==> config.mk <==
export PLATFORM = sky130hd
export DESIGN_NAME = horizontal_box_blur
export DESIGN_NICKNAME = d
export VERILOG_FILES = /design/src/rtl/hbb_pkg.sv /design/src/rtl/horizontal_box_blur.sv /design/src/rtl/hbb_lane.sv /design/src/rtl/hbb_merge.sv /design/src/rtl/hbb_ctrl.sv
export SDC_FILE = /design/constraint.sdc
export NUM_CORES = 2
export LEC_CHECK = 0
export ABC_AREA = 0
export BUFFER_PORTS_ARGS = -buffer_cell sky130_fd_sc_hd__buf_2
export CAP_MARGIN = 15
export CORE_UTILIZATION = 60
export CTS_CLUSTER_DIAMETER = 100
export DETAILED_ROUTE_END_ITERATION = 10
export PLACE_DENSITY = 0.73
export SETUP_SLACK_MARGIN = 0.15
export SYNTH_ARGS = -nofsm -noshare
export SYNTH_HDL_FRONTEND = slang
export SYNTH_SLANG_ARGS = --single-unit
export TNS_END_PERCENT = 20
==> constraint.sdc <==
create_clock -name i_clk -period 7.3 [get_ports i_clk]
set_input_delay 1.095 -clock i_clk [delete_from_list [all_inputs] [get_ports i_clk]]
set_output_delay 1.095 -clock i_clk [all_outputs]
set_load 0.1 [all_outputs]
==> src/rtl/hbb_pkg.sv <==
// ----------------------------------------------------------------------------
// hbb_pkg
// Shared widths, codes and lane control bundle of the horizontal box blur.
// ----------------------------------------------------------------------------
package hbb_pkg;

    localparam int PIX_W          = 8;
    localparam int CFG_W          = 5;
    localparam int DEF_MAX_RADIUS = 16;
    localparam int NUM_LANES      = 3;

    localparam int LANE_BLUE  = 0;
    localparam int LANE_GREEN = 1;
    localparam int LANE_RED   = 2;

    localparam logic [CFG_W-1:0] RADIUS_RESET = CFG_W'(1);

    typedef enum logic [1:0] {
        SUM_HOLD,
        SUM_INIT,
        SUM_SLIDE
    } t_sum_op;

    typedef struct packed {
        logic    load_px;
        logic    load_first;
        logic    rd_en;
        logic    wr_en;
        t_sum_op sum_op;
        logic    sub_first;
        logic    push;
        logic    row_end;
    } t_lane_ctl;

endpackage

==> src/rtl/horizontal_box_blur.sv <==
// ----------------------------------------------------------------------------
// horizontal_box_blur
// Streaming horizontal box blur of RGB rows with edge replication.
// ----------------------------------------------------------------------------
// Pixels of one row arrive in raster order; each result is the truncated
// per-channel mean of the 2R+1 pixels centred on its column, where R is
// the radius register (values above MAX_RADIUS act as MAX_RADIUS) sampled
// at the first pixel of each row. Result column k-R leaves when input
// column k arrives; the pixel marked last in row flushes the remaining
// columns and the final one carries row_end. Each pixel first reads the
// old window entry from the per-channel window memory, then slides the
// running sums. After the last pixel of a row, the sums slide once more
// for each pixel the row lacks to reach R+1 pixels, and each flushed
// result but the final one is followed by a read of one window entry.
// The means come from a multiply by the row's reciprocal and pass the
// product stage and then the result register on their way out; these
// let new pixels enter while results wait. No clearing pass after reset.
// ----------------------------------------------------------------------------
module horizontal_box_blur #(
    parameter int MAX_RADIUS = hbb_pkg::DEF_MAX_RADIUS
) (
    input  logic                      i_clk,
    input  logic                      i_rst_n,
    input  logic                      i_valid,
    output logic                      o_ready,
    input  logic [hbb_pkg::PIX_W-1:0] i_in_blue,
    input  logic [hbb_pkg::PIX_W-1:0] i_in_green,
    input  logic [hbb_pkg::PIX_W-1:0] i_in_red,
    input  logic                      i_last_in_row,
    output logic                      o_valid,
    input  logic                      i_ready,
    output logic [hbb_pkg::PIX_W-1:0] o_out_blue,
    output logic [hbb_pkg::PIX_W-1:0] o_out_green,
    output logic [hbb_pkg::PIX_W-1:0] o_out_red,
    output logic                      o_row_end,
    input  logic                      i_cfg_valid,
    output logic                      o_cfg_ready,
    input  logic [hbb_pkg::CFG_W-1:0] i_cfg_radius
);
    import hbb_pkg::*;

    localparam int DEPTH   = 2 * MAX_RADIUS + 1;
    localparam int ADDR_W  = $clog2(DEPTH);
    localparam int N_W     = $clog2(DEPTH + 1);
    localparam int SUM_W   = $clog2(((1 << PIX_W) - 1) * DEPTH + 1);
    localparam int RECIP_W = SUM_W + N_W + 1;
    localparam int PROD_W  = SUM_W + RECIP_W;

    t_lane_ctl          ctl;
    logic               push_ok;
    logic [ADDR_W-1:0]  rd_addr;
    logic [ADDR_W-1:0]  wr_addr;
    logic [N_W-1:0]     win_n;
    logic [RECIP_W-1:0] recip;
    logic [PIX_W-1:0]   px   [NUM_LANES];
    logic [PROD_W-1:0]  prod [NUM_LANES];
    logic [PIX_W-1:0]   outv [NUM_LANES];

    assign px[LANE_BLUE]  = i_in_blue;
    assign px[LANE_GREEN] = i_in_green;
    assign px[LANE_RED]   = i_in_red;

    hbb_ctrl #(
        .MAX_RADIUS (MAX_RADIUS)
    ) u_ctrl (
        .i_clk         (i_clk),
        .i_rst_n       (i_rst_n),
        .i_valid       (i_valid),
        .o_ready       (o_ready),
        .i_last_in_row (i_last_in_row),
        .i_cfg_valid   (i_cfg_valid),
        .o_cfg_ready   (o_cfg_ready),
        .i_cfg_radius  (i_cfg_radius),
        .i_push_ok     (push_ok),
        .o_ctl         (ctl),
        .o_rd_addr     (rd_addr),
        .o_wr_addr     (wr_addr),
        .o_n           (win_n),
        .o_recip       (recip)
    );

    for (genvar l = 0; l < NUM_LANES; l++) begin : g_lane
        hbb_lane #(
            .MAX_RADIUS (MAX_RADIUS)
        ) u_lane (
            .i_clk     (i_clk),
            .i_rst_n   (i_rst_n),
            .i_ctl     (ctl),
            .i_px      (px[l]),
            .i_rd_addr (rd_addr),
            .i_wr_addr (wr_addr),
            .i_n       (win_n),
            .i_recip   (recip),
            .o_prod    (prod[l])
        );
    end

    hbb_merge #(
        .MAX_RADIUS (MAX_RADIUS)
    ) u_merge (
        .i_clk     (i_clk),
        .i_rst_n   (i_rst_n),
        .i_ctl     (ctl),
        .i_prod    (prod),
        .o_push_ok (push_ok),
        .o_valid   (o_valid),
        .i_ready   (i_ready),
        .o_out     (outv),
        .o_row_end (o_row_end)
    );

    assign o_out_blue  = outv[LANE_BLUE];
    assign o_out_green = outv[LANE_GREEN];
    assign o_out_red   = outv[LANE_RED];

endmodule

==> src/rtl/hbb_lane.sv <==
// ----------------------------------------------------------------------------
// hbb_lane
// One color channel: window memory, running window sum and the
// reciprocal multiply that forms the mean.
// ----------------------------------------------------------------------------
module hbb_lane #(
    parameter int MAX_RADIUS = hbb_pkg::DEF_MAX_RADIUS
) (
    input  logic                                       i_clk,
    input  logic                                       i_rst_n,
    input  hbb_pkg::t_lane_ctl                         i_ctl,
    input  logic [hbb_pkg::PIX_W-1:0]                  i_px,
    input  logic [$clog2(2*MAX_RADIUS+1)-1:0]          i_rd_addr,
    input  logic [$clog2(2*MAX_RADIUS+1)-1:0]          i_wr_addr,
    input  logic [$clog2(2*MAX_RADIUS+2)-1:0]          i_n,
    input  logic [$clog2(((1 << hbb_pkg::PIX_W) - 1) * (2*MAX_RADIUS+1) + 1)
                  + $clog2(2*MAX_RADIUS+2):0]          i_recip,
    output logic [2*$clog2(((1 << hbb_pkg::PIX_W) - 1) * (2*MAX_RADIUS+1) + 1)
                  + $clog2(2*MAX_RADIUS+2):0]          o_prod
);
    import hbb_pkg::*;

    localparam int DEPTH   = 2 * MAX_RADIUS + 1;
    localparam int N_W     = $clog2(DEPTH + 1);
    localparam int SUM_W   = $clog2(((1 << PIX_W) - 1) * DEPTH + 1);
    localparam int RECIP_W = SUM_W + N_W + 1;
    localparam int PROD_W  = SUM_W + RECIP_W;

    logic [PIX_W-1:0]     r_mem [DEPTH];
    logic [PIX_W-1:0]     r_rd;
    logic [PIX_W-1:0]     r_px;
    logic [PIX_W-1:0]     r_p0;
    logic [SUM_W-1:0]     r_sum;
    logic [PROD_W-1:0]    r_prod;

    logic [N_W+PIX_W-1:0] init_sum;
    logic [PIX_W-1:0]     sub_px;
    logic [SUM_W-1:0]     slide_sum;
    logic [SUM_W-1:0]     n_sum;
    logic [PROD_W-1:0]    prod_full;

    assign init_sum  = i_n * r_px;
    assign sub_px    = i_ctl.sub_first ? r_p0 : r_rd;
    assign slide_sum = r_sum + SUM_W'(r_px) - SUM_W'(sub_px);
    assign prod_full = r_sum * i_recip;

    always_comb begin
        case (i_ctl.sum_op)
            SUM_INIT:  n_sum = SUM_W'(init_sum);
            SUM_SLIDE: n_sum = slide_sum;
            default:   n_sum = r_sum;
        endcase
    end

    always_ff @(posedge i_clk) begin
        if (i_ctl.wr_en) begin
            r_mem[i_wr_addr] <= r_px;
        end
        if (i_ctl.rd_en) begin
            r_rd <= r_mem[i_rd_addr];
        end
    end

    always_ff @(posedge i_clk) begin
        if (i_ctl.load_px) begin
            r_px <= i_px;
        end
        if (i_ctl.load_first) begin
            r_p0 <= i_px;
        end
        if (i_ctl.push) begin
            r_prod <= prod_full;
        end
    end

    always_ff @(posedge i_clk) begin
        if (!i_rst_n) begin
            r_sum <= '0;
        end else begin
            r_sum <= n_sum;
        end
    end

    assign o_prod = r_prod;

endmodule

==> src/rtl/hbb_merge.sv <==
// ----------------------------------------------------------------------------
// hbb_merge
// Joins the three lane products into one result item: takes the quotient
// bits, attaches the row-end mark and holds the item for the output.
// ----------------------------------------------------------------------------
module hbb_merge #(
    parameter int MAX_RADIUS = hbb_pkg::DEF_MAX_RADIUS
) (
    input  logic                      i_clk,
    input  logic                      i_rst_n,
    input  hbb_pkg::t_lane_ctl        i_ctl,
    input  logic [2*$clog2(((1 << hbb_pkg::PIX_W) - 1) * (2*MAX_RADIUS+1) + 1)
                  + $clog2(2*MAX_RADIUS+2):0] i_prod [hbb_pkg::NUM_LANES],
    output logic                      o_push_ok,
    output logic                      o_valid,
    input  logic                      i_ready,
    output logic [hbb_pkg::PIX_W-1:0] o_out [hbb_pkg::NUM_LANES],
    output logic                      o_row_end
);
    import hbb_pkg::*;

    localparam int DEPTH = 2 * MAX_RADIUS + 1;
    localparam int N_W   = $clog2(DEPTH + 1);
    localparam int SUM_W = $clog2(((1 << PIX_W) - 1) * DEPTH + 1);
    localparam int SHIFT = SUM_W + N_W;

    logic             r_s1_valid;
    logic             r_s1_row_end;
    logic             r_o_valid;
    logic             r_o_row_end;
    logic [PIX_W-1:0] r_out [NUM_LANES];
    logic             s1_adv;

    assign s1_adv    = r_s1_valid && (!r_o_valid || i_ready);
    assign o_push_ok = !r_s1_valid || s1_adv;

    always_ff @(posedge i_clk) begin
        if (!i_rst_n) begin
            r_s1_valid <= 1'b0;
            r_o_valid  <= 1'b0;
        end else begin
            if (i_ctl.push) begin
                r_s1_valid <= 1'b1;
            end else if (s1_adv) begin
                r_s1_valid <= 1'b0;
            end
            if (s1_adv) begin
                r_o_valid <= 1'b1;
            end else if (i_ready) begin
                r_o_valid <= 1'b0;
            end
        end
    end

    always_ff @(posedge i_clk) begin
        if (i_ctl.push) begin
            r_s1_row_end <= i_ctl.row_end;
        end
        if (s1_adv) begin
            r_o_row_end <= r_s1_row_end;
            for (int l = 0; l < NUM_LANES; l++) begin
                r_out[l] <= i_prod[l][SHIFT +: PIX_W];
            end
        end
    end

    assign o_valid   = r_o_valid;
    assign o_row_end = r_o_row_end;
    assign o_out     = r_out;

    a_push_room: assert property (@(posedge i_clk) disable iff (!i_rst_n)
        i_ctl.push |-> o_push_ok)
        else $error("result pushed into a full product stage");

    a_out_fed: assert property (@(posedge i_clk) disable iff (!i_rst_n)
        $rose(r_o_valid) |-> $past(r_s1_valid))
        else $error("output item appeared without a product behind it");

endmodule

==> src/rtl/hbb_ctrl.sv <==
// ----------------------------------------------------------------------------
// hbb_ctrl
// Row sequencer: radius register, pixel count, window slot, flush walk
// and the per-cycle commands to the lanes.
// ----------------------------------------------------------------------------
module hbb_ctrl #(
    parameter int MAX_RADIUS = hbb_pkg::DEF_MAX_RADIUS
) (
    input  logic                                 i_clk,
    input  logic                                 i_rst_n,
    input  logic                                 i_valid,
    output logic                                 o_ready,
    input  logic                                 i_last_in_row,
    input  logic                                 i_cfg_valid,
    output logic                                 o_cfg_ready,
    input  logic [hbb_pkg::CFG_W-1:0]            i_cfg_radius,
    input  logic                                 i_push_ok,
    output hbb_pkg::t_lane_ctl                   o_ctl,
    output logic [$clog2(2*MAX_RADIUS+1)-1:0]    o_rd_addr,
    output logic [$clog2(2*MAX_RADIUS+1)-1:0]    o_wr_addr,
    output logic [$clog2(2*MAX_RADIUS+2)-1:0]    o_n,
    output logic [$clog2(((1 << hbb_pkg::PIX_W) - 1) * (2*MAX_RADIUS+1) + 1)
                  + $clog2(2*MAX_RADIUS+2):0]    o_recip
);
    import hbb_pkg::*;

    localparam int DEPTH   = 2 * MAX_RADIUS + 1;
    localparam int ADDR_W  = $clog2(DEPTH);
    localparam int AW1     = ADDR_W + 1;
    localparam int N_W     = $clog2(DEPTH + 1);
    localparam int K_W     = N_W;
    localparam int RAD_W   = $clog2(MAX_RADIUS + 1);
    localparam int SUM_W   = $clog2(((1 << PIX_W) - 1) * DEPTH + 1);
    localparam int SHIFT   = SUM_W + N_W;
    localparam int RECIP_W = SHIFT + 1;

    typedef enum logic [1:0] {
        S_IDLE,
        S_UPD,
        S_FLUSH,
        S_ADV
    } t_state;

    logic [RECIP_W-1:0] recip_tab [MAX_RADIUS+1];

    for (genvar g = 0; g <= MAX_RADIUS; g++) begin : g_recip
        localparam longint NDIV = 2 * g + 1;
        localparam logic [RECIP_W-1:0] RECIP =
            RECIP_W'(((longint'(1) << SHIFT) + NDIV - 1) / NDIV);
        assign recip_tab[g] = RECIP;
    end

    t_state              r_state,  n_state;
    logic [CFG_W-1:0]    r_radius;
    logic [K_W-1:0]      r_cnt,    n_cnt;
    logic [K_W-1:0]      r_k,      n_k;
    logic                r_last,   n_last;
    logic [RAD_W-1:0]    r_rad,    n_rad;
    logic [N_W-1:0]      r_n,      n_n;
    logic [RECIP_W-1:0]  r_recip,  n_recip;
    logic [ADDR_W-1:0]   r_w,      n_w;
    logic [RAD_W-1:0]    r_e,      n_e;
    logic                r_pend,   n_pend;

    t_lane_ctl           ctl;
    logic                ready;
    logic [RAD_W-1:0]    rad_clamp;
    logic [ADDR_W-1:0]   slot_next;
    logic [K_W-1:0]      twice_rad;
    logic [K_W-1:0]      reach;
    logic [ADDR_W-1:0]   reach_a;
    logic [ADDR_W-1:0]   fl_addr;
    logic [ADDR_W-1:0]   rd_addr;

    assign rad_clamp = (int'(r_radius) > MAX_RADIUS) ? RAD_W'(MAX_RADIUS)
                                                      : RAD_W'(r_radius);
    assign twice_rad = K_W'({r_rad, 1'b0});
    assign reach     = K_W'(r_e) + K_W'(r_rad);
    assign reach_a   = ADDR_W'(reach);

    always_comb begin
        if (r_cnt == '0) begin
            slot_next = '0;
        end else if (N_W'(r_w) == r_n - N_W'(1)) begin
            slot_next = '0;
        end else begin
            slot_next = r_w + ADDR_W'(1);
        end
        if (r_w >= reach_a) begin
            fl_addr = r_w - reach_a;
        end else begin
            fl_addr = ADDR_W'(AW1'(r_w) + AW1'(r_n) - AW1'(reach_a));
        end
    end

    always_comb begin
        ctl            = '0;
        ctl.sum_op     = SUM_HOLD;
        ready          = 1'b0;
        rd_addr        = slot_next;
        n_state        = r_state;
        n_cnt          = r_cnt;
        n_k            = r_k;
        n_last         = r_last;
        n_rad          = r_rad;
        n_n            = r_n;
        n_recip        = r_recip;
        n_w            = r_w;
        n_e            = r_e;
        n_pend         = r_pend;
        case (r_state)
            S_IDLE: begin
                ctl.push = r_pend && i_push_ok;
                ready    = !r_pend || i_push_ok;
                if (ctl.push) begin
                    n_pend = 1'b0;
                end
                if (i_valid && ready) begin
                    ctl.load_px    = 1'b1;
                    ctl.load_first = (r_cnt == '0);
                    ctl.rd_en      = 1'b1;
                    n_w            = slot_next;
                    n_k            = r_cnt;
                    n_last         = i_last_in_row;
                    if (i_last_in_row) begin
                        n_cnt = '0;
                    end else if (r_cnt != K_W'(DEPTH)) begin
                        n_cnt = r_cnt + K_W'(1);
                    end
                    if (r_cnt == '0) begin
                        n_rad   = rad_clamp;
                        n_n     = N_W'({rad_clamp, 1'b1});
                        n_recip = recip_tab[rad_clamp];
                    end
                    n_state = S_UPD;
                end
            end
            S_UPD: begin
                ctl.wr_en     = 1'b1;
                ctl.sum_op    = (r_k == '0) ? SUM_INIT : SUM_SLIDE;
                ctl.sub_first = (r_k <= twice_rad);
                if (r_last) begin
                    n_e     = r_rad;
                    n_state = S_FLUSH;
                end else begin
                    n_pend  = (r_k >= K_W'(r_rad));
                    n_state = S_IDLE;
                end
            end
            S_FLUSH: begin
                if (K_W'(r_e) > r_k) begin
                    ctl.sum_op    = SUM_SLIDE;
                    ctl.sub_first = 1'b1;
                    n_e           = r_e - RAD_W'(1);
                end else begin
                    ctl.push    = i_push_ok;
                    ctl.row_end = (r_e == '0);
                    if (i_push_ok) begin
                        if (r_e == '0) begin
                            n_state = S_IDLE;
                        end else begin
                            ctl.rd_en = 1'b1;
                            rd_addr   = fl_addr;
                            n_state   = S_ADV;
                        end
                    end
                end
            end
            S_ADV: begin
                ctl.sum_op    = SUM_SLIDE;
                ctl.sub_first = (r_k < reach);
                n_e           = r_e - RAD_W'(1);
                n_state       = S_FLUSH;
            end
            default: begin
                n_state = S_IDLE;
            end
        endcase
    end

    always_ff @(posedge i_clk) begin
        if (!i_rst_n) begin
            r_state  <= S_IDLE;
            r_radius <= RADIUS_RESET;
            r_cnt    <= '0;
            r_rad    <= '0;
            r_n      <= N_W'(1);
            r_w      <= '0;
            r_e      <= '0;
            r_pend   <= 1'b0;
            r_last   <= 1'b0;
        end else begin
            r_state <= n_state;
            if (i_cfg_valid) begin
                r_radius <= i_cfg_radius;
            end
            r_cnt  <= n_cnt;
            r_rad  <= n_rad;
            r_n    <= n_n;
            r_w    <= n_w;
            r_e    <= n_e;
            r_pend <= n_pend;
            r_last <= n_last;
        end
        r_k     <= n_k;
        r_recip <= n_recip;
    end

    assign o_ready     = ready;
    assign o_cfg_ready = 1'b1;
    assign o_ctl       = ctl;
    assign o_rd_addr   = rd_addr;
    assign o_wr_addr   = r_w;
    assign o_n         = r_n;
    assign o_recip     = r_recip;

    a_accept_upd: assert property (@(posedge i_clk) disable iff (!i_rst_n)
        (i_valid && ready) |=> (r_state == S_UPD))
        else $error("accepted item did not move to the window update");

    a_flush_range: assert property (@(posedge i_clk) disable iff (!i_rst_n)
        (r_state == S_FLUSH || r_state == S_ADV) |-> (r_e <= r_rad))
        else $error("flush centre beyond the row radius");

    a_slot_range: assert property (@(posedge i_clk) disable iff (!i_rst_n)
        (r_state != S_IDLE) |-> (N_W'(r_w) < r_n))
        else $error("window slot outside the row window");

    a_row_done: assert property (@(posedge i_clk) disable iff (!i_rst_n)
        (ctl.push && ctl.row_end) |=> (r_state == S_IDLE && r_cnt == '0))
        else $error("row end pushed but row state not restarted");

endmodule

==> results.sh <==
export IMPL_outcome="completed"
export IMPL_gp_congestion=0.917
export IMPL_worst_path_max_fanout=15
export IMPL_floorplan_rows=125
export IMPL_first_global_vias=47111
export IMPL_ios=63
export IMPL_grt_pass1_wl_um=272000
export IMPL_p_per_area_mw_per_mm2=210
export IMPL_wl_per_cell_um=22.4
export IMPL_min_to="u_merge.o_out[13]"
export IMPL_htreeDepth=3
export IMPL_critPathSlowestCell="edfxtp_1"
export IMPL_worstMarginPinSlew_ns=1.13
export IMPL_cts_sinks=1015
export IMPL_fmax_mhz=148
export IMPL_crit_chain="buf_4, and2_1, fa_1, inv_1, fa_1, inv_1, fa_1, fa_1, fa_1, inv_1, fa_1, inv_1, ha_1, nand3_1, o22ai_1, o21a_1, o21ai_0, nand2b_1, a221o_1, nand2_1, a21oi_1, a41o_1, o41ai_1, xnor2_1"
export IMPL_end_kind="register"
export IMPL_grt_max_degree=102
export IMPL_max_stage_delay_ns=0.65
export IMPL_syn_avg_cell_area_sq_um=11.1
export IMPL_min_path_type="reg2reg"
export IMPL_clock_latency_ns=0.73
export IMPL_drtIter0Drc=4274
export IMPL_cpMostUsedCell="fa_1"
export IMPL_synth_edff_count=940
export IMPL_die_area_sq_mm=0.118
export IMPL_arrival_ns=7.21
export IMPL_regToRegSetupSlack_ns=0.52
export IMPL_drive_above_1_share_pct=7.66
export IMPL_crit_type="reg2reg"
export IMPL_cts_hold_buffers=0
export IMPL_synth_nets=7402
export IMPL_worst_r2r_endpoint="g_lane[0].u_lane.o_prod[27]"
export IMPL_first_pass_iters=6
export IMPL_maxSlewHeadroom_pct=24.7
export IMPL_power_total_w=0.0159
export IMPL_synth_seq_cells=1015
export IMPL_initial_core_util_pct=60.4
export IMPL_period_share_pct=92.8
export IMPL_worstHoldStart="g_lane[1].u_lane.o_prod[25]"
export IMPL_finalSetupViolations=0
export IMPL_antenna_found_initial=5
export IMPL_final_common_cell="nand2_1"
export IMPL_period_needed_ns=6.78
export IMPL_clkTransAtPathRegs_ns=0.06
export IMPL_synthCells=6307
export IMPL_layout_common_cells="994 x nand2_1, 940 x edfxtp_1, 826 x inv_1"
export IMPL_drv_slew=0
export IMPL_reg2regPathDepth=24
export IMPL_ys_warn_count=0
export IMPL_dp_hpwl_um=120000
export IMPL_p_leak_nw=30.6
export IMPL_async_reset_ff_share_pct=0
export IMPL_drc=0
export IMPL_coreArea_sq_mm=0.116
export IMPL_skew_ns=0.0396
export IMPL_critPathLaunchType="register"
export IMPL_final_nets=7379
export IMPL_grt_overflow=0
export IMPL_rsz0062_at_grt="true"
export IMPL_critical_path_top_delay_family="adder cells"
export IMPL_ir_drop_mv=0.224
export IMPL_worst_path_buf_inv=5
export IMPL_fp_dieW_um=344
export IMPL_clk_path_buf_depth=3
export IMPL_area_growth_pct=8.01
export IMPL_ys_types=79
export IMPL_grtUsageTotal_pct=30.4
export IMPL_root_buffer="clkbuf_16"
export IMPL_cts_tree="built"
export IMPL_cts_buffers=102
export IMPL_io_buffer_count=61
export IMPL_wirelength_um=177000
export IMPL_vias=46627
export IMPL_r2r_start="u_ctrl.o_recip[11]"
export IMPL_ant_nets=0
export IMPL_tns_ns=0
export IMPL_syn_area_sq_mm=0.0701
export IMPL_hold_viol_final=0
export IMPL_cp_data_required_time_ns=7.73
export IMPL_ys_seq_area_share_pct=42.4
export IMPL_synth_flop_cell="edfxtp_1"
export IMPL_vias_per_cell=5.90
export IMPL_maxCapViolations=0
export IMPL_fp_dieH_um=344
export IMPL_hold_depth=0
## worst reg2reg max path, cell delays in order (launching register included)
cell	delay [ns]
edfxtp_1	0.65
buf_4	0.33
and2_1	0.19
fa_1	0.53
inv_1	0.05
fa_1	0.48
inv_1	0.05
fa_1	0.49
fa_1	0.55
fa_1	0.52
inv_1	0.05
fa_1	0.47
inv_1	0.05
ha_1	0.26
nand3_1	0.10
o22ai_1	0.07
o21a_1	0.16
o21ai_0	0.14
nand2b_1	0.08
a221o_1	0.34
nand2_1	0.11
a21oi_1	0.10
a41o_1	0.29
o41ai_1	0.34
xnor2_1	0.11
## final cells by class
cell class	count	area, sq um
antenna	2	5.00
clock buffer	121	2660
clock inverter	71	611
fill	8683	40300
inverter	829	3110
multi-input combinational	4089	35900
sequential	1015	29700
tap	1524	1910
timing repair buffer	247	1850
## Yosys cell counts, types with 5 or more instances
master | number | area, sq um
a211o_1 | 29 | 254
a211oi_1 | 52 | 390
a211oi_2 | 17 | 213
a21boi_0 | 18 | 135
a21o_1 | 66 | 495
a21oi_1 | 307 | 1540
a221oi_1 | 23 | 201
a22o_1 | 5 | 43.8
a22oi_1 | 47 | 353
a31oi_1 | 73 | 457
a32o_1 | 23 | 230
a32oi_1 | 52 | 455
and2_1 | 484 | 3030
and3_1 | 8 | 50.1
buf_1 | 31 | 116
buf_2 | 62 | 310
buf_4 | 15 | 113
buf_6 | 10 | 113
clkbuf_1 | 256 | 961
dfxtp_1 | 75 | 1500
edfxtp_1 | 940 | 28200
fa_1 | 697 | 14000
ha_1 | 363 | 4540
inv_1 | 826 | 3100
mux2_2 | 5 | 56.3
mux2i_1 | 106 | 1060
nand2_1 | 994 | 3730
nand2b_1 | 21 | 131
nand3_1 | 70 | 350
nand3b_1 | 5 | 37.5
nand4_1 | 12 | 75.1
nor2_1 | 173 | 649
nor2b_1 | 38 | 238
nor3_1 | 39 | 195
o211a_1 | 13 | 130
o211ai_1 | 15 | 113
o21a_1 | 13 | 97.6
o21ai_0 | 82 | 410
o21bai_1 | 22 | 165
o22ai_1 | 5 | 31.3
o31ai_1 | 5 | 37.5
or2_2 | 7 | 43.8
or3_1 | 10 | 62.6
xnor2_1 | 108 | 946
xor2_1 | 29 | 254
## where the power goes
part           leakage [nW]  switching [W]  internal (W)
Sequential             9.13       0.000167       0.00651
Combinational          19.9        0.00250       0.00165
Clock                  1.59        0.00230       0.00278
## worst max path at each step
stage                  startpoint  slack (ns)                     endpoint  cells past startpoint
5_1_grt         u_ctrl.o_recip[5]        0.14  g_lane[2].u_lane.o_prod[27]                     22
3_5_place_dp   u_ctrl.o_recip[10]        0.42  g_lane[2].u_lane.o_prod[27]                     21
2_1_floorplan   u_ctrl.o_recip[8]        0.84  g_lane[2].u_lane.o_prod[27]                     24
6_report       u_ctrl.o_recip[11]        0.52  g_lane[0].u_lane.o_prod[27]                     24
4_1_cts        u_ctrl.o_recip[10]        0.41  g_lane[0].u_lane.o_prod[27]                     24
3_3_place_gp   u_ctrl.o_recip[10]        0.50  g_lane[2].u_lane.o_prod[27]                     21
## kinds of logic (layout without fill, tap and decap cells)
group	count (synthesis)	count (layout)	share of synthesized area (%)
and+or+nand+nor	1875	1875	12.4
buffers and inverters	1203	1268	6.74
adders and majority gates	1062	1062	26.4
DFF	1015	1015	42.4
AOI/OAI and AO/OA	902	902	8.70
xor gates and xnor gates	138	138	1.73
muxes	111	111	1.59
other	1	3	0.00535
## metrics by stage
stage	cells	setup WS [ns]	area, sq um	utilization [%]	hold slack (ns)
after floorplan	6307	0.842	70100	-	0.400
after global placement	7703	0.499	72400	62.4	0.402
after detailed placement	7703	0.418	72400	62.4	0.406
after CTS	7895	0.405	75700	65.2	0.416
after global routing	7896	0.139	75700	65.2	0.432
final	7898	0.525	75700	65.2	0.405
## layer usage
metal	up-vias	wire, um	part of all wire [%]	GRT usage [%]
met1	23354	70500	40	41.0
met4	4	7140	4.0	11.9
met5	-	19	0.011	0
met2	2024	83300	47	48.9
met3	362	15800	9.0	5.77
li1	20883	-	-	-
## registers in the layout, summed over array words and instances (netlist names)
signal	flops
g_lane.u_lane.o_prod	24
g_lane.u_lane.r_mem	792
g_lane.u_lane.r_p0	24
g_lane.u_lane.r_px	24
g_lane.u_lane.r_rd	24
g_lane.u_lane.r_sum	42
u_ctrl.o_recip	20
u_ctrl.o_wr_addr	6
u_ctrl.r_cnt	6
u_ctrl.r_e	5
u_ctrl.r_k	6
u_ctrl.r_last	1
u_ctrl.r_pend	1
u_ctrl.r_rad	5
u_ctrl.r_radius	5
u_ctrl.r_state	2
u_merge.o_out	24
u_merge.o_row_end	1
u_merge.o_valid	1
u_merge.r_s1_row_end	1
u_merge.r_s1_valid	1
## repair_timing
action,in CTS,in global routing
setup buffers,0,1
setup endpoints to repair,0,2
gates resized for setup,0,4
No activity file was read; power rests on OpenSTA's default activity.
